$ cat config.mk
export PLATFORM = sky130hd
export DESIGN_NAME = ccr_div
export DESIGN_NICKNAME = d
export VERILOG_FILES = /design/src/design/ccr_pkg.sv /design/src/design/ccr_div.sv
export SDC_FILE = /design/constraint.sdc
export NUM_CORES = 2
export LEC_CHECK = 0
export ABC_AREA = 1
export CORE_MARGIN = 2
export CORE_UTILIZATION = 45
export DETAILED_ROUTE_END_ITERATION = 8
export DONT_BUFFER_PORTS = 1
export PLACE_DENSITY_LB_ADDON = 0.05
export RECOVER_POWER = 50
export SLEW_MARGIN = 20
export SYNTH_ARGS = -nofsm -noshare
export SYNTH_HDL_FRONTEND = slang
export SYNTH_SLANG_ARGS = --single-unit
export TNS_END_PERCENT = 50
$ cat constraint.sdc
create_clock -name i_clk -period 60.9 [get_ports i_clk]
set_clock_uncertainty 0.2 [all_clocks]
set_input_delay 6.09 -clock i_clk [delete_from_list [all_inputs] [get_ports i_clk]]
set_output_delay 6.09 -clock i_clk [all_outputs]
set_load 0.01 [all_outputs]
$ cat src/design/ccr_pkg.sv
// ----------------------------------------------------------------------------
// ccr_pkg
// Shared constants, types and the sRGB linearization table for the contrast
// ratio core.
// ----------------------------------------------------------------------------
package ccr_pkg;

    localparam int LUM_FRAC_BITS   = 16;
    localparam int RATIO_FRAC_BITS = 8;

    // Luminance values run from 0 to 1.0 inclusive, so one extra bit.
    localparam int LUM_W  = LUM_FRAC_BITS + 1;
    localparam int PROD_W = 2 * LUM_W;
    // Ratio field width; the ratio never exceeds 21.0.
    localparam int QUO_W  = 13;
    localparam int NUM_W  = LUM_W + RATIO_FRAC_BITS;

    localparam int Q_DEPTH = 8;
    localparam int Q_AW    = $clog2(Q_DEPTH);

    localparam int FRONT_STAGES = 4;
    localparam int INFL_W       = $clog2(FRONT_STAGES + 1);

    localparam longint unsigned ONE_L  = 64'd1 << LUM_FRAC_BITS;
    localparam longint unsigned W_RED_L =
        ((64'd2126 << LUM_FRAC_BITS) + 64'd5000) / 64'd10000;
    localparam longint unsigned W_BLUE_L =
        ((64'd722 << LUM_FRAC_BITS) + 64'd5000) / 64'd10000;
    localparam longint unsigned W_GREEN_L = ONE_L - W_RED_L - W_BLUE_L;
    localparam longint unsigned OFS_L =
        ((64'd5 << LUM_FRAC_BITS) + 64'd50) / 64'd100;

    localparam logic [LUM_W-1:0]  W_RED   = LUM_W'(W_RED_L);
    localparam logic [LUM_W-1:0]  W_GREEN = LUM_W'(W_GREEN_L);
    localparam logic [LUM_W-1:0]  W_BLUE  = LUM_W'(W_BLUE_L);
    localparam logic [LUM_W-1:0]  LUM_OFS = LUM_W'(OFS_L);
    localparam logic [PROD_W-1:0] LUM_HALF = PROD_W'(ONE_L >> 1);
    localparam logic [QUO_W-1:0]  RATIO_ONE = QUO_W'(64'd1 << RATIO_FRAC_BITS);

    // Wide enough for (2y-1)^5 * 269025^12 at the largest fraction width.
    localparam int BIG_W = 384;

    typedef logic [LUM_W-1:0] t_lin_table [256];

    // Exact table entry, worked out at elaboration. Above the knee the entry
    // is the largest y with (2y-1)^5 * 269025^12 <= (1000v+14025)^12 * 2^(5F+5),
    // which is the rounded value of 2^F * x^2.4.
    function automatic logic [LUM_W-1:0] lin_entry(input int unsigned v);
        logic [BIG_W-1:0] num12;
        logic [BIG_W-1:0] den12;
        logic [BIG_W-1:0] rhs;
        logic [BIG_W-1:0] lhs;
        logic [BIG_W-1:0] odd;
        logic [BIG_W-1:0] base;
        logic [LUM_W:0]   lo;
        logic [LUM_W:0]   hi;
        logic [LUM_W:0]   mid;
        longint unsigned  lin;
        if (v <= 10) begin
            lin = ((longint'(v) * 64'd100 << LUM_FRAC_BITS) + 64'd164730) / 64'd329460;
            return LUM_W'(lin);
        end
        num12 = BIG_W'(1);
        den12 = BIG_W'(1);
        base  = BIG_W'(1000 * v + 14025);
        for (int i = 0; i < 12; i++) begin
            num12 = num12 * base;
            den12 = den12 * BIG_W'(269025);
        end
        rhs = num12 << (5 * LUM_FRAC_BITS + 5);
        lo  = '0;
        hi  = (LUM_W + 1)'(ONE_L);
        for (int s = 0; s <= LUM_W; s++) begin
            if (lo < hi) begin
                mid = (lo + hi + 1'b1) >> 1;
                odd = BIG_W'({mid, 1'b0} - 1'b1);
                lhs = den12;
                for (int j = 0; j < 5; j++) begin
                    lhs = lhs * odd;
                end
                if (lhs <= rhs) begin
                    lo = mid;
                end else begin
                    hi = mid - 1'b1;
                end
            end
        end
        return lo[LUM_W-1:0];
    endfunction

    function automatic t_lin_table build_lin_table();
        t_lin_table tab;
        for (int v = 0; v < 256; v++) begin
            tab[v] = lin_entry(v);
        end
        return tab;
    endfunction

    localparam t_lin_table LIN_TABLE = build_lin_table();

    typedef struct packed {
        logic [7:0] second_blue;
        logic [7:0] second_green;
        logic [7:0] second_red;
        logic [7:0] first_blue;
        logic [7:0] first_green;
        logic [7:0] first_red;
    } t_rgb_pair;

    // One classified item: both luminances plus the brighter and darker
    // values with the flare offset already added.
    typedef struct packed {
        logic [LUM_W-1:0] lum2;
        logic [LUM_W-1:0] lum1;
        logic [LUM_W-1:0] hi_ofs;
        logic [LUM_W-1:0] lo_ofs;
    } t_lum_pair;

    typedef struct packed {
        logic [LUM_W-1:0] rem;
        logic [NUM_W-1:0] num;
        logic [LUM_W-1:0] den;
        logic [QUO_W-1:0] quo;
        logic [LUM_W-1:0] lum2;
        logic [LUM_W-1:0] lum1;
    } t_div_stage;

endpackage

$ cat src/design/ccr_div.sv
// ----------------------------------------------------------------------------
// ccr_div
// Restoring divider, one quotient bit per stage, that forms the contrast
// ratio. The last stage doubles as the output register.
// ----------------------------------------------------------------------------
module ccr_div (
    input  logic                       i_clk,
    input  logic                       i_rst_n,
    input  logic                       i_head_valid,
    input  ccr_pkg::t_lum_pair         i_head,
    output logic                       o_pop,
    output logic                       o_valid,
    input  logic                       i_ready,
    output logic [ccr_pkg::QUO_W-1:0]  o_ratio,
    output logic [ccr_pkg::LUM_W-1:0]  o_lum1,
    output logic [ccr_pkg::LUM_W-1:0]  o_lum2
);

    localparam int LAST = ccr_pkg::QUO_W - 1;
    localparam int PAD  = ccr_pkg::LUM_W - (ccr_pkg::NUM_W - ccr_pkg::QUO_W);

    logic [ccr_pkg::QUO_W-1:0] r_vld;
    ccr_pkg::t_div_stage       r_stg [ccr_pkg::QUO_W];
    ccr_pkg::t_div_stage       stg_in [ccr_pkg::QUO_W];
    ccr_pkg::t_div_stage       n_stg  [ccr_pkg::QUO_W];
    logic                      adv;
    logic [ccr_pkg::NUM_W-1:0] head_num;

    // The whole back end moves together; it stops only while a finished
    // word waits at the output.
    assign adv   = !r_vld[LAST] || i_ready;
    assign o_pop = adv && i_head_valid;

    always_comb begin
        head_num = {i_head.hi_ofs, {ccr_pkg::RATIO_FRAC_BITS{1'b0}}};
        stg_in[0].num  = head_num;
        stg_in[0].den  = i_head.lo_ofs;
        // The quotient fits in QUO_W bits, so the upper numerator bits are
        // already below the divisor.
        stg_in[0].rem  = {{PAD{1'b0}}, head_num[ccr_pkg::NUM_W-1:ccr_pkg::QUO_W]};
        stg_in[0].quo  = '0;
        stg_in[0].lum1 = i_head.lum1;
        stg_in[0].lum2 = i_head.lum2;
        for (int k = 1; k < ccr_pkg::QUO_W; k++) begin
            stg_in[k] = r_stg[k-1];
        end
    end

    for (genvar k = 0; k < ccr_pkg::QUO_W; k++) begin : g_step
        localparam int BIT = ccr_pkg::QUO_W - 1 - k;
        logic [ccr_pkg::LUM_W:0] trial;
        logic                    ge;

        always_comb begin
            trial    = {stg_in[k].rem, stg_in[k].num[BIT]};
            ge       = (trial >= {1'b0, stg_in[k].den});
            n_stg[k] = stg_in[k];
            if (ge) begin
                n_stg[k].rem = ccr_pkg::LUM_W'(trial - {1'b0, stg_in[k].den});
            end else begin
                n_stg[k].rem = trial[ccr_pkg::LUM_W-1:0];
            end
            n_stg[k].quo[BIT] = ge;
        end
    end

    always_ff @(posedge i_clk) begin
        if (!i_rst_n) begin
            r_vld <= '0;
        end else if (adv) begin
            r_vld <= {r_vld[LAST-1:0], i_head_valid};
        end
    end

    always_ff @(posedge i_clk) begin
        if (adv) begin
            for (int k = 0; k < ccr_pkg::QUO_W; k++) begin
                r_stg[k] <= n_stg[k];
            end
        end
    end

    assign o_valid = r_vld[LAST];
    assign o_ratio = r_stg[LAST].quo;
    assign o_lum1  = r_stg[LAST].lum1;
    assign o_lum2  = r_stg[LAST].lum2;

endmodule

Word-level counts from Yosys, hierarchy flattened. Memories as Yosys holds them, arrays and structs flattened. Cells that the tools add are included.

Input bits: 72. Bits in writable memories: 1378. Word-level logic and storage cells: 46. Memories kept: 1. Flip-flop bits (word level): 13.

Memory list: r_stg (depth 13, width 106, read ports 13, clocked after Yosys merged registers in 0, wr ports 13, RTL line ccr_div.sv:23) `ccr_pkg::t_div_stage r_stg [ccr_pkg::QUO_W];`.

Multiplexer cells: 15. Reductions and logical operators: 3. Order comparisons: 13. Add/subtract/negate cells: 13.

Operators by type and width (count): 2-to-1 mux 17 bit (13); greater-or-equal comparator 18 x 17 -> 1 bit (12); subtractor 17 bit (12); greater-or-equal comparator 13 x 17 -> 1 bit (1); subtractor 13 x 17 -> 17 bit (1); 2-to-1 mux 1 bit (2); logical AND 1 bit (1); logical NOT 1 bit (1); logical OR 1 bit (1).

Logic depth before layout (Yosys ltp).
Depth in word-level cells: 4. Depth in mapped cells: 15.

Least setup slack after synthesis. OpenSTA, ideal clock, no wires.

Path kind: input to register. Start: input i_ready. End: memory r_stg[0][0] (netlist name) (enable). Stages: 3. Arrival: 32.034 ns. Path slack: 26.975 ns. Setup time: 1.690 ns. Cells stage by stage: nor2_1 > inv_1 > clkbuf_1.

RTL lines: start, declared (RTL line ccr_div.sv:13) `input logic i_ready,`; end, declared (RTL line ccr_div.sv:23).

Worst setup path in the final report.
Start: input i_ready. End: output o_pop.

Cells in the longest elaborated chain, start to end: 2.

Ends and longest elaborated chain: logical OR 1 bit (RTL line ccr_div.sv:31) `assign adv = !r_vld[LAST] || i_ready;`; logical AND 1 bit (RTL line ccr_div.sv:32) `assign o_pop = adv && i_head_valid;`; end, declared (RTL line ccr_div.sv:11) `output logic o_pop,`.

Every way passes these cells.

==> impl_metrics.yaml <==
clocking:
  clock_sinks: 964
  cts_root_buffer: "clkbuf_16"
  clockBufferDepth: 3
  htreeDepth: 3
  clock_latency_ns: 0.70
  clkSlewWorstSetupHoldPaths_ns: 0.06
  hold_buffers: 0
  cts_resized: 0
  cts_tree: "done"
  cts_setup_buffers: 0
  numCtsBuffers: 103
final_layout:
  layout-drive-gt1-share_pct: 5.83
  seqCellArea_sq_um: 28800
  final_nets: 4810
  fill_cells: 9251
  multi_input_comb_area_sq_um: 13700
  antennaDiodeCount: 0
  fin_util_pct: 50.0
  area.growth.synth_to_final_pct: 10.4
sta:
  max_freq_mhz: 52.9
  finalCritPeriodShare_pct: 31.0
  hold_violations: 0
  tightest_slew_ns: 5.91
  rsz0062_at_grt: "no"
  finalSetupViolCount: 0
  report.final.slew_viol_count: 140
  finalCriticalPeriod_ns: 18.90
  tns_ns: 0
  relSlewSlack_pct: -296
critical_path:
  worstSetupStartpointType: "input pin"
  crit_arrival_ns: 12.61
  worst-path-max-fanout: 139
  regToRegStartpoint: "r_vld[12]$_SDFFE_PN0N_"
  endpoint_kind: "output port"
  worstRegToRegCells: 9
  worstSetupPathType: "in -> out"
  r2r-end: "r_stg[0][688]$_DFFE_PN_"
  r2r_slack_ns: 49.69
  worst_ep_required_time_ns: 54.61
grt:
  grt_max_degree: 192
  grt.total_usage_pct: 17.8
  grt_pass1_wl_um: 145000
  grt_pass1_vias: 26600
  busiest_layer: "met2"
  overflow: 0
  use_met2_pct: 28.3
  grt_antenna_before_repair: 0
  grtUsageMet3_pct: 2.78
  grtUsageMet1_pct: 25.3
floorplanning:
  ios: 121
  num_rows: 117
  initial_core_util_pct: 45.3
  die_y_um: 323
  coreArea_sq_um: 101000
  die_w_um: 323
  die_area_sq_um: 105000
placement:
  portBuffers: 0
  dp_hpwl_um: 66900
  place_congestion: 0.865
route:
  drt_iter0_drc: 1651
  vias: 28000
  via_per_inst: 4.69
  drt-total-wl_um: 92500
  drc: 0
  drt_pass1_iterations: 5
  wl_per_cell_um: 15.5
  ant_nets: 0
yosys:
  yosysUniqueCellTypes: 51
  synth-seq-cells: 964
  yosysWarnings: 0
  syn_inst: 4426
  synth_area_leaders: "edfxtp_1 62%, nand2_1 12%, inv_1 6.3%"
  synth-edff-count: 951
  syn_avg_cell_area_sq_um: 10.4
  seq_area_frac_synth_pct: 62.7
  synth_most_common_cell: "nand2_1"
  synth_area_leader_cell: "edfxtp_1"
  synth_area_sq_um: 45900
  synth_common_cells: "1493 x nand2_1, 951 x edfxtp_1, 769 x inv_1"
  synth_flop_cell: "edfxtp_1"
  synthArstFlopShare_pct: 0
  synth_nets: 4726
  synth_top_area_share_pct: 62.2
worst_hold_path:
  hold_depth: 0
  hold_class: "reg -> reg"
  hold_end: "r_stg[1][106]$_DFFE_PN_"
  hold_path_startpoint: "r_stg[1][0]$_DFFE_PN_"
status:
  status: "complete, but fails checks"
  violations: "capacitance limit, slew limit"
pwr:
  powerDensity_nw_per_um2: 45.9
  ir_worst_vdd_uv: 24.7
  fin_total_pwr_mw: 2.33
  p_leak_nw: 23.8
flow_run:
  max_cap_viol_count: 1
[cell usage in the layout, fill, tap and decap left out, types with 7 or more instances in the layout]
master,count
nand2_2,53
xor2_1,58
nor2_2,10
xnor2_1,20
ha_1,216
edfxtp_1,951
nand4_1,24
nand3_1,248
clkinv_1,22
nand3b_1,45
o21ai_0,21
clkinvlp_4,7
buf_4,10
or2_2,18
nor3_1,36
nand2_1,1521
bufinv_16,12
clkinv_2,15
a21oi_1,111
or2_0,8
dfxtp_1,13
clkbuf_1,24
inv_1,771
clkbuf_16,104
fa_1,12
nor2_1,199
and2_1,14
[layout make-up]
type / instances / area share, %
sequential: 964 / 56.8
multi-input combinational: 2652 / 27.0
inverter: 778 / 5.77
clock buffer: 128 / 5.31
tap: 1368 / 3.38
clock inverter: 66 / 1.53
timing repair buffer: 11 / 0.188
[metal layers]
layer	part of all wire (%)	vias up	wire length, um
met5	0	-	0
met4	2.1	0	1940
met3	3.8	129	3530
met2	45	438	41800
met1	49	12900	45300
li1	-	14600	-
[power by group]
group	total (mW)	internal, mW	switching (mW)
clock	0.631	0.368	0.263
sequential	0.944	0.883	0.0610
combinational	0.750	0.256	0.495
total	2.33	1.51	0.818
[metrics by stage]
step / setup slack (ns) / cell area [sq um] / instances / hold WS, ns
floorplan: 26.98 / 45900 / 4426 / 0.200
global placement: 46.83 / 47400 / 5773 / 0.200
detailed placement: 46.84 / 47400 / 5773 / 0.205
CTS: 46.86 / 50900 / 5967 / 0.197
global route: 40.75 / 50700 / 5967 / 0.198
finish: 42.00 / 50700 / 5967 / 0.194
[worst max-delay path, cell delays in order]
cell	delay, ns
nor2_1	0.56
clkinvlp_2	4.66
nand2_1	1.10
inv_1	0.20
[sequential cells by signal (all words and copies together) (netlist names)]
name / cells
r_vld: 13
r_stg: 951
[how the worst max path moves through the flow]
stage	startpoint	to
global route	i_ready	o_pop
global placement	i_ready	o_pop
floorplan	i_ready	r_stg[0][0]$_DFFE_PN_
finish	i_ready	o_pop
CTS	i_ready	o_pop
detailed placement	i_ready	o_pop
[kinds of logic after synthesis]
logic type | share of synthesized area (%)
buffers and inverters | 7.09
xor gates and xnor gates | 1.49
and+or+nand+nor | 20.6
AOI/OAI and AO/OA | 1.62
DFF | 62.7
adders and majority gates | 6.41
Note: power is estimated with default switching activity, not from simulation.
