`config.mk`:
```
export PLATFORM = sky130hd
export DESIGN_NAME = ccr_queue
export DESIGN_NICKNAME = d
export VERILOG_FILES = /design/src/design/ccr_pkg.sv /design/src/design/ccr_queue.sv
export SDC_FILE = /design/constraint.sdc
export NUM_CORES = 1
export LEC_CHECK = 0
export BUFFER_PORTS_ARGS = -buffer_cell sky130_fd_sc_hd__buf_4
export CORE_UTILIZATION = 45
export CTS_CLUSTER_DIAMETER = 100
export DETAILED_ROUTE_END_ITERATION = 12
export PLACE_DENSITY = 0.63
export SLEW_MARGIN = 0
export SYNTH_ARGS = -nofsm -noshare
export SYNTH_HDL_FRONTEND = slang
export SYNTH_SLANG_ARGS = --single-unit
```
`constraint.sdc`:
```
create_clock -name i_clk -period 6.65 [get_ports i_clk]
set_input_delay 0.3325 -clock i_clk [delete_from_list [all_inputs] [get_ports i_clk]]
set_output_delay 0.3325 -clock i_clk [all_outputs]
set_load 0.01 [all_outputs]
```
`src/design/ccr_pkg.sv`:
```
// ----------------------------------------------------------------------------
// ccr_pkg
// Shared constants, types and the sRGB linearization table for the contrast
// ratio core.
// ----------------------------------------------------------------------------
package ccr_pkg;

    localparam int LUM_FRAC_BITS   = 16;
    localparam int RATIO_FRAC_BITS = 8;

    // Luminance values run from 0 to 1.0 inclusive, so one extra bit.
    localparam int LUM_W  = LUM_FRAC_BITS + 1;
    localparam int PROD_W = 2 * LUM_W;
    // Ratio field width; the ratio never exceeds 21.0.
    localparam int QUO_W  = 13;
    localparam int NUM_W  = LUM_W + RATIO_FRAC_BITS;

    localparam int Q_DEPTH = 8;
    localparam int Q_AW    = $clog2(Q_DEPTH);

    localparam int FRONT_STAGES = 4;
    localparam int INFL_W       = $clog2(FRONT_STAGES + 1);

    localparam longint unsigned ONE_L  = 64'd1 << LUM_FRAC_BITS;
    localparam longint unsigned W_RED_L =
        ((64'd2126 << LUM_FRAC_BITS) + 64'd5000) / 64'd10000;
    localparam longint unsigned W_BLUE_L =
        ((64'd722 << LUM_FRAC_BITS) + 64'd5000) / 64'd10000;
    localparam longint unsigned W_GREEN_L = ONE_L - W_RED_L - W_BLUE_L;
    localparam longint unsigned OFS_L =
        ((64'd5 << LUM_FRAC_BITS) + 64'd50) / 64'd100;

    localparam logic [LUM_W-1:0]  W_RED   = LUM_W'(W_RED_L);
    localparam logic [LUM_W-1:0]  W_GREEN = LUM_W'(W_GREEN_L);
    localparam logic [LUM_W-1:0]  W_BLUE  = LUM_W'(W_BLUE_L);
    localparam logic [LUM_W-1:0]  LUM_OFS = LUM_W'(OFS_L);
    localparam logic [PROD_W-1:0] LUM_HALF = PROD_W'(ONE_L >> 1);
    localparam logic [QUO_W-1:0]  RATIO_ONE = QUO_W'(64'd1 << RATIO_FRAC_BITS);

    // Wide enough for (2y-1)^5 * 269025^12 at the largest fraction width.
    localparam int BIG_W = 384;

    typedef logic [LUM_W-1:0] t_lin_table [256];

    // Exact table entry, worked out at elaboration. Above the knee the entry
    // is the largest y with (2y-1)^5 * 269025^12 <= (1000v+14025)^12 * 2^(5F+5),
    // which is the rounded value of 2^F * x^2.4.
    function automatic logic [LUM_W-1:0] lin_entry(input int unsigned v);
        logic [BIG_W-1:0] num12;
        logic [BIG_W-1:0] den12;
        logic [BIG_W-1:0] rhs;
        logic [BIG_W-1:0] lhs;
        logic [BIG_W-1:0] odd;
        logic [BIG_W-1:0] base;
        logic [LUM_W:0]   lo;
        logic [LUM_W:0]   hi;
        logic [LUM_W:0]   mid;
        longint unsigned  lin;
        if (v <= 10) begin
            lin = ((longint'(v) * 64'd100 << LUM_FRAC_BITS) + 64'd164730) / 64'd329460;
            return LUM_W'(lin);
        end
        num12 = BIG_W'(1);
        den12 = BIG_W'(1);
        base  = BIG_W'(1000 * v + 14025);
        for (int i = 0; i < 12; i++) begin
            num12 = num12 * base;
            den12 = den12 * BIG_W'(269025);
        end
        rhs = num12 << (5 * LUM_FRAC_BITS + 5);
        lo  = '0;
        hi  = (LUM_W + 1)'(ONE_L);
        for (int s = 0; s <= LUM_W; s++) begin
            if (lo < hi) begin
                mid = (lo + hi + 1'b1) >> 1;
                odd = BIG_W'({mid, 1'b0} - 1'b1);
                lhs = den12;
                for (int j = 0; j < 5; j++) begin
                    lhs = lhs * odd;
                end
                if (lhs <= rhs) begin
                    lo = mid;
                end else begin
                    hi = mid - 1'b1;
                end
            end
        end
        return lo[LUM_W-1:0];
    endfunction

    function automatic t_lin_table build_lin_table();
        t_lin_table tab;
        for (int v = 0; v < 256; v++) begin
            tab[v] = lin_entry(v);
        end
        return tab;
    endfunction

    localparam t_lin_table LIN_TABLE = build_lin_table();

    typedef struct packed {
        logic [7:0] second_blue;
        logic [7:0] second_green;
        logic [7:0] second_red;
        logic [7:0] first_blue;
        logic [7:0] first_green;
        logic [7:0] first_red;
    } t_rgb_pair;

    // One classified item: both luminances plus the brighter and darker
    // values with the flare offset already added.
    typedef struct packed {
        logic [LUM_W-1:0] lum2;
        logic [LUM_W-1:0] lum1;
        logic [LUM_W-1:0] hi_ofs;
        logic [LUM_W-1:0] lo_ofs;
    } t_lum_pair;

    typedef struct packed {
        logic [LUM_W-1:0] rem;
        logic [NUM_W-1:0] num;
        logic [LUM_W-1:0] den;
        logic [QUO_W-1:0] quo;
        logic [LUM_W-1:0] lum2;
        logic [LUM_W-1:0] lum1;
    } t_div_stage;

endpackage

```
`src/design/ccr_queue.sv`:
```
// ----------------------------------------------------------------------------
// ccr_queue
// Small first-in first-out buffer between the luminance front and the
// divider back end.
// ----------------------------------------------------------------------------
module ccr_queue (
    input  logic                     i_clk,
    input  logic                     i_rst_n,
    input  logic                     i_push,
    input  ccr_pkg::t_lum_pair       i_data,
    input  logic                     i_pop,
    output ccr_pkg::t_lum_pair       o_head,
    output logic                     o_empty,
    output logic [ccr_pkg::Q_AW:0]   o_count
);

    ccr_pkg::t_lum_pair           r_mem [ccr_pkg::Q_DEPTH];
    logic [ccr_pkg::Q_AW-1:0]     r_wr_ptr;
    logic [ccr_pkg::Q_AW-1:0]     r_rd_ptr;
    logic [ccr_pkg::Q_AW:0]       r_count;
    logic                         pop_ok;

    assign pop_ok = i_pop && (r_count != '0);

    always_ff @(posedge i_clk) begin
        if (!i_rst_n) begin
            r_wr_ptr <= '0;
            r_rd_ptr <= '0;
            r_count  <= '0;
        end else begin
            if (i_push) begin
                r_wr_ptr <= r_wr_ptr + 1'b1;
            end
            if (pop_ok) begin
                r_rd_ptr <= r_rd_ptr + 1'b1;
            end
            if (i_push && !pop_ok) begin
                r_count <= r_count + 1'b1;
            end else if (!i_push && pop_ok) begin
                r_count <= r_count - 1'b1;
            end
        end
    end

    always_ff @(posedge i_clk) begin
        if (i_push) begin
            r_mem[r_wr_ptr] <= i_data;
        end
    end

    assign o_head  = r_mem[r_rd_ptr];
    assign o_empty = (r_count == '0);
    assign o_count = r_count;

endmodule

```
# Word level (Yosys, flattened, before mapping)
# Memory sizes are Yosys's and may differ from the RTL's. A register that Yosys moved wholly into a read port is not among the register bits.
# Index checks and enable logic that the tools add are counted.
[totals]
ram_bits = 544
latch_bits = 0
regBits = 10
wordCells = 22
mem_bits_ro = 0
out_inout_bits = 73
mem_count = 1
[op_classes]
div = 0
n_reduce_logical = 8
shifts = 0
eq_ne = 0
bitwise_logic = 0
n_lt_le_gt_ge = 0
mul = 0
addsub = 4
mux = 6
[mem_list]
columns = ["name", "depth", "word_bits", "read_ports", "rd_ports_with_merged_regs", "write_ports", "line", "rtl"]
rows = [
  ["r_mem", 8, 68, 1, 1, 1, "ccr_queue.sv:17", "ccr_pkg::t_lum_pair r_mem [ccr_pkg::Q_DEPTH];"],
]
[op_table]
columns = ["operator", "n"]
rows = [
  ["2-to-1 mux 4 bit", 2],
  ["adder 3 x 1 -> 3 bit, second input constant", 2],
  ["2-to-1 mux 3 bit", 2],
  ["adder 4 x 1 -> 4 bit, second input constant", 1],
  ["logical NOT 4 bit", 1],
  ["nonzero test 4 bit", 1],
  ["subtractor 4 x 1 -> 4 bit, second input constant", 1],
  ["logical AND 1 bit", 3],
  ["logical NOT 1 bit", 2],
  ["2-to-1 mux 1 bit", 2],
  ["nonzero test 2 bit", 1],
]

# Logic depth before layout (Yosys ltp)
# Gate-level depths: netlist (run 1).
[logic_depth]
word_depth = 5
ltp_mapped = 8
mapped_depth_nobuf = 8

# Worst setup path before layout (run 1)
# Ideal clock, no wire load.
[synth_timing]
path_kind = "flip-flop to flip-flop"
from = "reg r_wr_ptr[2] (netlist name)"
to = "mem r_mem[0][0] (netlist name), enable pin"
setup_slack_ns = 0.958
setup_time_ns = 0.578
stages_incl_launch_ff = 3
required_ns = 6.072
period_less_slack_ns = 5.692
t_arrival_ns = 5.114
path_cell_list = "dfxtp_1 -> nand2b_1 -> nor3_1"
[synth_lines]
columns = ["element", "line", "rtl"]
rows = [
  ["from (decl)", "ccr_queue.sv:18", "logic [ccr_pkg::Q_AW-1:0] r_wr_ptr;"],
  ["from (signal assigned)", "ccr_queue.sv:32", "r_wr_ptr <= r_wr_ptr + 1'b1;"],
  ["to (decl)", "ccr_queue.sv:17", ""],
]
# Straight into the memory's write port.

==> metrics.md, run 1 <==
| Metric | Value |
|---|---|
| CP endpoint kind | output port |
| Die area | 47590 µm² |
| Final period util | 0.5081 |
| Routability cong. | 0.6969 |
| Yosys cell types | 28 |
| Hold Crit Class | in2reg |
| H-tree Lvls | 2 |
| Initial Utilization | 0.4594 |
| Core box area | 45770 µm² |
| P_int | 6.676 mW |
| GRT overflow | 0 |
| Initial DRC count | 659 |
| Top-count cell post-synth | edfxtp_1 |
| Final setup margin | 3.271 ns |
| Synthesized instance count | 855 |
| Cell mode on critical path | buf_4 |
| Detail Route Antenna Nets | 0 |
| P&R area growth vs syn | 19.89% |
| Slew Viols, Final | 0 |
| Clk buf depth | 3 |
| P per Cell Area | 348.9 nW/µm² |
| CP top delay family | buffers and inverters |
| # DRC | 0 |
| Switching share of power | 0.2410 |
| Vias in the first global route | 10.10k |
| Slew HR | 0.3252 |
| Unrepaired setup endpoints after global routing | false |
| Num CTS Buffers | 56 |
| Worst clock skew | 0.006737 ns |
| Switching pwr | 2.119 mW |
| WHS | 0.04500 ns |
| Chip height | 218.2 µm |
| Cell Chain, Critical Path | buf_4, mux4_2, mux2_2, buf_4 |
| Worst EP required | 6.32 ns |
| Synth Cell Area | 21030 µm² |
| Chip width | 218.2 µm |
| EDFF count, synth | 544 |
| Synth Net Count | 933 |
| Status | completed |
| Biggest area consumer among synthesized cells | edfxtp_1 |
| Post-Route Utilization | 0.5507 |
| Layout cells sized above 1 | 0.3911 |
| Setup TNS | 0 ns |
| Synth area leaders | edfxtp_1 (78%), mux4_2 (15%), mux2_2 (3.6%) |
| Leak | 8.075 nW |
| HP Start | i_rst_n |
| Min Tclk post-route | 3.379 ns |
| Worst r2r path cells | 3 |
| WP buf/inv | 2 |
| 1st-pass router iterations | 4 |
| # setup viols final | 0 |
| Root buffer cell | clkbuf_16 |
| Pin count of the biggest net entering global routing | 76 |
| Reg2reg setup slack | 4.02 ns |
| Share of total power in the clock network | 0.331 |
| Hold depth | 2 |
| Crit-path max cell delay | 0.77 ns |
| Initial antenna violation count | 1 |
| MaxCap Viol Count | 0 |
| Final hold violations | 0 |
| GR Util All Layers | 0.1747 |
| WL/cell | 23.09 µm |
| First-pass GRT wire length | 61400 µm |
| Comb power frac | 0.207 |
| Warnings, synthesis | 0 |
| Post-synth top cells | edfxtp_1 (544), mux4_2 (136), mux2_2 (68) |
| Reg2Reg Launch Point | r_wr_ptr[0] |
| Sequential element share of the synthesized area | 0.7893 |
| CTS sink cnt | 557 |
| Async SR Flop Fraction | 0 |
| Pre-CTS setup slack | 3.774 ns |
| Flop pwr share | 0.462 |
| CTS tree | built |
| Reg2Reg Capture Point | r_mem[7][21] |
| Post-cts resize count | 0 |
| Syn Area/Cell | 24.59 µm² |
| Via density | 5.406 |
| Worst-margin pin slew | 1.010 ns |
| I/O Buffers | 144 |
| Fmax | 295.9 MHz |
| CP max FO | 45 |
| Crit-path slowest cell | buf_4 |
| Cts hold-fix bufs | 68 |
| Post-CTS setup buffer count | 0 |
| Peak supply drop | 0.2916 mV |
| Number of cell rows | 78 |
| CTS clk-pin slew, worst paths | 0.06 ns |
| Yosys top cell area share | 0.7770 |
| WP data arrival | 3.05 ns |
| Vias | 9428 |
| CP Launch Type | flip-flop |
| DRT Wirelength | 40270 µm |
| Flop and latch count out of synthesis | 557 |
| Final nets | 1178 |
| # IOs | 145 |
| Top FF cell, synth | edfxtp_1 |
| Crit path kind | reg2out |
| Clock Latency Late Sink | 0.59 ns |
| Detail Placement HPWL | 20390 µm |
-- power by group through the flow --
| stage | Combinational (mW) | Clock (mW) | Sequential (mW) |
|---|---|---|---|
| 3_3_place_gp | 1.82 | 0 | 4.13 |
| 5_1_grt | 1.98 | 3.10 | 4.08 |
| 3_5_place_dp | 1.83 | 0 | 4.14 |
| 2_1_floorplan | 1.28 | 0 | 4.09 |
| 6_report | 1.82 | 2.91 | 4.06 |
| 4_1_cts | 1.87 | 2.98 | 4.07 |
-- sequential cells by signal (all words and copies together), names as in the netlist, named ones only --
signal / cells
r_wr_ptr: 3
r_rd_ptr: 3
r_mem: 544
o_count: 4
-- kinds of logic (layout without fill, tap and decap cells) --
logic type,Yosys count,after routing,share of synthesized area
other,0,1,0
DFF,557,557,0.7893
buffers and inverters,42,330,0.01083
and+or+nand+nor,31,31,0.007498
muxes,208,208,0.1840
adders and majority gates,6,6,0.003928
xor gates and xnor gates,6,6,0.002499
AOI/OAI and AO/OA,5,5,0.001904
-- cell type report --
class                      instances  area, µm²
sequential                       557      16610
multi-input combinational        256       4257
fill                            3414      20560
clock buffer                      68       1468
timing repair buffer             227       1887
inverter                           2      7.507
tap                              600      750.7
antenna                            1      2.502
clock inverter                    33      229.0
-- placed cells by master, fill, tap and decap left out, types with 2 or more instances in the layout --
| master | instances |
|---|---|
| xnor2_1 | 4 |
| dlygate4sd3_1 | 68 |
| bufinv_16 | 3 |
| nand2b_1 | 4 |
| dfxtp_4 | 3 |
| nor2_1 | 2 |
| mux2i_1 | 4 |
| inv_1 | 2 |
| xor2_1 | 2 |
| clkinv_1 | 18 |
| mux2_2 | 68 |
| nor2b_1 | 3 |
| nor2_4 | 6 |
| dfxtp_1 | 10 |
| clkinvlp_4 | 2 |
| nand2_1 | 5 |
| and2_1 | 7 |
| clkinv_2 | 9 |
| nor3_2 | 2 |
| clkbuf_16 | 57 |
| mux4_2 | 136 |
| buf_4 | 158 |
| ha_1 | 5 |
| clkbuf_1 | 11 |
| edfxtp_1 | 544 |
-- per-layer routing --
metal / global-route usage / share of wire / up-vias
met5: 0 / 0 / -
met4: 0.05105 / 0.020 / 0
met3: 0.03285 / 0.051 / 64
met2: 0.2737 / 0.48 / 216
met1: 0.2514 / 0.45 / 5015
li1: - / - / 4133
-- worst max path at each step --
stage                     start           to  slack (ns)  cells past startpoint
floorplan           r_wr_ptr[2]  r_mem[0][0]        0.96                      2
global placement      flip-flop   o_head[10]        3.80                      4
detailed placement    flip-flop   o_head[36]        3.77                      4
CTS                   flip-flop   o_head[36]        3.13                      4
global route          flip-flop   o_head[36]        3.01                      4
finish                flip-flop   o_head[36]        3.27                      4
-- through the flow --
stage                     instances  power, mW  cell area [µm²]
after floorplan                 855      5.369            21030
after global placement         1574      5.950            22830
after detailed placement       1574      5.968            22830
after CTS                      1743      8.918            25210
after global routing           1744      9.163            25210
final                          1744      8.795            25210
No activity file was read; power rests on OpenSTA's default activity.
==> run 2: changes to the inputs <==
--- a/config.mk
+++ b/config.mk
@@ -9,7 +9,7 @@
 export CORE_UTILIZATION = 45
 export CTS_CLUSTER_DIAMETER = 100
 export DETAILED_ROUTE_END_ITERATION = 12
-export PLACE_DENSITY = 0.63
+export PLACE_DENSITY = 0.66
 export SLEW_MARGIN = 0
 export SYNTH_ARGS = -nofsm -noshare
 export SYNTH_HDL_FRONTEND = slang
==> constraint.sdc (replaced) <==
create_clock -name i_clk -period 3 [get_ports i_clk]
set_input_delay 0.15 -clock i_clk [delete_from_list [all_inputs] [get_ports i_clk]]
set_output_delay 0.15 -clock i_clk [all_outputs]
set_load 0.01 [all_outputs]
==> metrics.md, run 2 (synthesis results as in run 1) <==
| Metric | Value |
|---|---|
| Pin count of the biggest net entering global routing | 69 (-9.2%) |
| Hold Crit Class | in2reg |
| Largest Register | r_mem |
| Max FFs per register | 544 (unchanged) |
| First-pass GRT wire length | 61010 µm (-0.63%) |
| Final nets | 1190 (+1.0%) |
| Initial DRC count | 662 (+0.46%) |
| WP data arrival | 2.47 ns (-0.58 ns) |
| CP endpoint kind | output port |
| MaxCap Viol Count | 0 (unchanged) |
| Layout Cells excl Fill | 1756 (+0.69%) |
| Tot Pwr | 19.92 mW (+130%) |
| FILL cells | 3365 (-1.4%) |
| Register area | 16610 µm² (unchanged) |
| DRT Wirelength | 39890 µm (-0.97%) |
| GRT overflow | 0 (unchanged) |
| WP buf/inv | 2 (unchanged) |
| P per Cell Area | 778.7 nW/µm² (+120%) |
| Multi-input logic area | 4269 µm² (+0.29%) |
| CTS sink cnt | 557 (unchanged) |
| Worst EP required | 2.85 ns (-3.47 ns) |
| Vias in the first global route | 10.15k (+0.43%) |
| Detail Placement HPWL | 19860 µm (-2.6%) |
| Slew HR | 0.4235 (+0.09838) |
| Num CTS Buffers | 55 (-1.8%) |
| WL/cell | 22.71 µm (-1.6%) |
| GR Util All Layers | 0.1734 (-0.001335) |
| Commonest non-fill, non-tap cell in the layout | edfxtp_1 |
| Worst clock skew | 0.01509 ns (+0.008353 ns) |
| Fmax | 381.1 MHz |
| Initial antenna violation count | 3 (+2) |
| Min Tclk post-route | 2.624 ns |
| Via density | 5.423 (+0.32%) |
| CP top delay family | multiplexers |
| CP max FO | 53 (+18%) |
| Peak supply drop | 0.5100 mV (+75%) |
| P&R area growth vs syn | 21.69% |
| Root buffer cell | clkbuf_16 |
| # setup viols final | 0 (unchanged) |
| Die area | 47590 µm² (unchanged) |
| I/O Buffers | 144 (unchanged) |
| Post-Route Utilization | 0.5590 (+0.008228) |
| Chip width | 218.2 µm (unchanged) |
| Leak | 8.211 nW (+1.7%) |
| Layout cells sized above 1 | 0.3990 (+0.007883) |
| CTS clk-pin slew, worst paths | 0.06 ns (about the same) |
| Worst-margin pin slew | 0.8619 ns (-0.1480 ns) |
| Status | completed |
| Cell Chain, Critical Path | buf_12, mux4_2, mux2_2, buf_4 |
| Crit-path max cell delay | 0.56 ns (-0.21 ns) |
| Chip height | 218.2 µm (unchanged) |
| Post-CTS setup buffer count | 0 (unchanged) |
| Placed Cells | 1584 (+0.64%) |
| CP Launch Type | flip-flop |
| Reg2Reg Launch Point | o_count[1] |
| Unrepaired setup endpoints after global routing | false |
| Detail Route Antenna Nets | 0 (unchanged) |
| Crit-path slowest cell | mux4_2 |
| Clock Latency Late Sink | 0.60 ns (about the same) |
| Final period util | 0.8748 |
| Final hold violations | 0 (unchanged) |
| Core box area | 45770 µm² (unchanged) |
| # DRC | 0 (unchanged) |
| Number of cell rows | 78 (unchanged) |
| # IOs | 145 (unchanged) |
| Initial Utilization | 0.4594 (unchanged) |
| H-tree Lvls | 2 (unchanged) |
| Most frequent cells in the layout | edfxtp_1 (544), buf_4 (155), mux4_2 (136) |
| Crit path kind | reg2out |
| Clk buf depth | 3 (unchanged) |
| Routability cong. | 0.6865 (-1.5%) |
| HP Start | i_data[7] |
| WHS | 0.3288 ns (+0.2838 ns) |
| CTS tree | built |
| Vias | 9523 (+1.0%) |
| 1st-pass router iterations | 4 (unchanged) |
| Slew Viols, Final | 0 (unchanged) |
[run 2: per-layer routing]
layer	share of wire	vias to the layer above	global-route usage
met1	0.45	5088	0.2471
met2	0.48	195	0.2705
li1	-	4173	-
met4	0.023	0	0.05758
met5	0	-	0
met3	0.045	67	0.03312
[run 2: final cells by class]
class,count,area share
clock inverter,33,0.01296
antenna,3,0.0002934
inverter,2,0.0002934
timing repair buffer,240,0.08421
sequential,557,0.6491
clock buffer,65,0.05693
multi-input combinational,256,0.1669
tap,600,0.02934
[run 2: worst register-to-register path: cells and delay by family (launching register included)]
kind / cells / cell delay (ns)
AO/OA/AOI/OAI: 4 / 1.14
adder cells (fa/ha/maj): 2 / 0.61
flip-flops: 1 / 0.38
multiplexers: 1 / 0.21
buffers and inverters: 1 / 0.10
[run 2: what timing repair did]
item | in CTS | in global routing
gates resized for setup | 0 | 0
hold endpoints to repair | 557 | 0
hold buffers | 71 | 0
[run 2: report_power, final]
group / internal, mW / switching [mW]
Sequential: 8.79 / 0.144
Clock: 4.04 / 2.76
Combinational: 2.37 / 1.83
Total: 15.2 / 4.73
[run 2: per-stage QoR]
step | setup WS [ns] | instance area (µm²) | setup TNS [ns]
finish | 0.3757 | 25580 | 0
global placement | 0.6482 | 23080 | 0
floorplan | -0.8885 | 21040 | -436.14
global route | 0.2700 | 25580 | 0
CTS | 0.3280 | 25580 | 0
detailed placement | 0.5402 | 23080 | 0
[run 2: path summary, 6_finish.rpt]
check	to	slack (ns)	cells after the start
max	o_head[61]	0.38	4
min	r_mem[7][7]	0.33	2
max reg2reg	o_count[3]	0.52	8
min reg2reg	o_count[3]	0.53	2
==> run 3: changes to the inputs <==
--- a/config.mk
+++ b/config.mk
@@ -6,6 +6,7 @@
 export NUM_CORES = 1
 export LEC_CHECK = 0
 export BUFFER_PORTS_ARGS = -buffer_cell sky130_fd_sc_hd__buf_4
+export CORE_ASPECT_RATIO = 1.5
 export CORE_UTILIZATION = 45
 export CTS_CLUSTER_DIAMETER = 100
 export DETAILED_ROUTE_END_ITERATION = 12
==> constraint.sdc (replaced) <==
create_clock -name i_clk -period 2.2 [get_ports i_clk]
set_input_delay 0.11 -clock i_clk [delete_from_list [all_inputs] [get_ports i_clk]]
set_output_delay 0.11 -clock i_clk [all_outputs]
set_load 0.01 [all_outputs]
==> metrics.md, run 3 (synthesis results as in run 1) <==
| Metric | Value |
|---|---|
| Min Tclk post-route | 2.381 ns |
| Cell Chain, Critical Path | clkbuf_16, clkbuf_16, mux4_2, mux2_2, buf_6 |
| Max FFs per register | 544 (unchanged) |
| CP max FO | 8 (-85%) |
| Chip height | 266.7 µm (+22%) |
| Crit-path slowest cell | mux4_2 |
| Number of cell rows | 96 (+23%) |
| First-pass GRT wire length | 62900 µm (+3.1%) |
| Fmax | 420.0 MHz |
| Final setup margin | -0.1810 ns (-0.5567 ns) |
| CTS sink cnt | 557 (unchanged) |
| # setup viols final | 68 (+68) |
| Detail Route Antenna Nets | 0 (unchanged) |
| Vias in the first global route | 10.39k (+2.4%) |
| Peak supply drop | 0.7822 mV (+53%) |
| Status | finished, violations left |
| P per Cell Area | 1069 nW/µm² (+37%) |
| Cell Area, Placed | 23300 µm² (+0.95%) |
| Most frequent cells in the layout | edfxtp_1 (544), mux4_2 (136), buf_4 (97) |
| Root buffer cell | clkbuf_16 |
| Vias | 9538 (+0.16%) |
| GRT overflow | 0 (unchanged) |
| Die area | 47610 µm² (about the same) |
| I/O Buffers | 144 (unchanged) |
| Chip width | 178.5 µm (-18%) |
| Largest Register | r_mem |
| H-tree Lvls | 2 (unchanged) |
| Worst EP required | 2.09 ns (-0.76 ns) |
| CP endpoint kind | output port |
| Post-Route Utilization | 0.5773 (+0.01837) |
| MaxCap Viol Count | 0 (unchanged) |
| Final hold violations | 0 (unchanged) |
| Final period util | 1.082 |
| Slew Viols, Final | 0 (unchanged) |
| Pin count of the biggest net entering global routing | 65 (-5.8%) |
| Multi-input logic area | 4493 µm² (+5.2%) |
| DRT Wirelength | 42900 µm (+7.6%) |
| Unrepaired setup endpoints after global routing | true |
| Setup TNS | -9.611 ns (-9.611 ns) |
| CP Launch Type | flip-flop |
| Slew HR | 0.7210 (+0.2975) |
| Via density | 5.419 (about the same) |
| Crit path kind | reg2out |
| Leak | 8.669 nW (+5.6%) |
| FILL cells | 3300 (-1.9%) |
| Detail Placement HPWL | 22110 µm (+11%) |
| Hold Crit Class | in2reg |
| 1st-pass router iterations | 4 (unchanged) |
| # DRC | 0 (unchanged) |
| Final nets | 1213 (+1.9%) |
| Cell mode on critical path | clkbuf_16 |
| Initial DRC count | 588 (-11%) |
| Clk buf depth | 3 (unchanged) |
| Failing checks | setup timing |
| Initial antenna violation count | 2 (-1) |
| Finished Cell Area | 26490 µm² (+3.5%) |
| Crit-path max cell delay | 0.50 ns (-0.06 ns) |
| Register area | 16610 µm² (about the same) |
| CTS clk-pin slew, worst paths | 0.06 ns (about the same) |
| Num CTS Buffers | 49 (-11%) |
| # IOs | 145 (unchanged) |
| Routability cong. | 0.7152 (+4.2%) |
| WP data arrival | 2.27 ns (-0.20 ns) |
| P&R area growth vs syn | 25.99% |
| Worst clock skew | 0.01532 ns (+0.0002290 ns) |
| Clock Latency Late Sink | 0.56 ns (-0.04 ns) |
| Core box area | 45880 µm² (+0.25%) |
| GR Util All Layers | 0.1817 (+0.008285) |
| # diodes | 0 (-3) |
| Layout cells sized above 1 | 0.4164 (+0.01742) |
| Worst-margin pin slew | 0.4185 ns (-0.4434 ns) |
| CTS tree | built |
| Initial Utilization | 0.4582 (-0.001127) |
| Commonest non-fill, non-tap cell in the layout | edfxtp_1 |
| WL/cell | 24.37 µm (+7.3%) |
[run 3: cell count changes in the layout (fill, tap and decap cells not counted), sizes merged]
| cell | delta |
|---|---|
| buf | +21 |
| clkbuf | +12 |
| clkinv | -9 |
| bufinv | -3 |
| clkinvlp | -3 |
| diode | -3 |
| bufbuf | +1 |
[run 3: repair_timing]
action / in CTS / in global routing
gates resized for setup: 70 / 56
setup buffers: 8 / 1
endpoints found under the hold margin: 557 / 0
cloned: 6 / 7
hold buffers: 71 / 0
pin swaps: 0 / 2
setup endpoints to repair: 68 / 69
[run 3: final cells by class]
class                   count  share of cell area
multi-input cells         256              0.1696
clock buffers              70             0.05229
flip-flops and latches    557              0.6270
clock inverters            18            0.006943
well taps                 588             0.02777
repair buffers            269              0.1161
inverters                   2           0.0002834
[run 3: final timing paths]
kind | start | to | slack (ns) | depth (start not counted)
max | flip-flop | o_head[5] | -0.18 | 5
min | i_pop | o_count[1] | 0.23 | 5
max reg2reg | o_count[1] | o_count[3] | 0.11 | 8
min reg2reg | o_count[3] | o_count[3] | 0.56 | 2
[run 3: routing by layer]
| metal | global-route usage | routed length, µm | share of wire | vias to the layer above |
|---|---|---|---|---|
| li1 | - | - | - | 4199 |
| met1 | 0.2249 | 17090 | 0.40 | 5064 |
| met2 | 0.3291 | 23280 | 0.54 | 205 |
| met3 | 0.02407 | 1532 | 0.036 | 66 |
| met4 | 0.05291 | 964 | 0.022 | 4 |
| met5 | 0 | 27 | 0.00063 | - |
[run 3: critical path: cells and delay by family (launching register included)]
family	cells	cell delay [ns]
flops	1	0.43
mux	2	0.78
buf+inv	3	0.50
[run 3: per-stage QoR]
step	std cells	setup WS [ns]	hold slack, ns	power, mW
after floorplan	855	-0.6340	0.2089	16.24
after detailed placement	1581	0.04590	0.3435	18.50
after global placement	1581	0.1477	0.3407	18.41
final	1760	-0.1810	0.2269	28.32
after CTS	1754	-0.2290	0.1160	28.05
after global routing	1760	-0.2617	0.2570	29.40
[run 3: report_power, final]
group	switching, mW	internal (mW)	total (mW)
Combinational	3.02	4.73	7.75
Sequential	0.172	12.0	12.2
Clock	3.58	4.83	8.41
Total	6.78	21.5	28.3
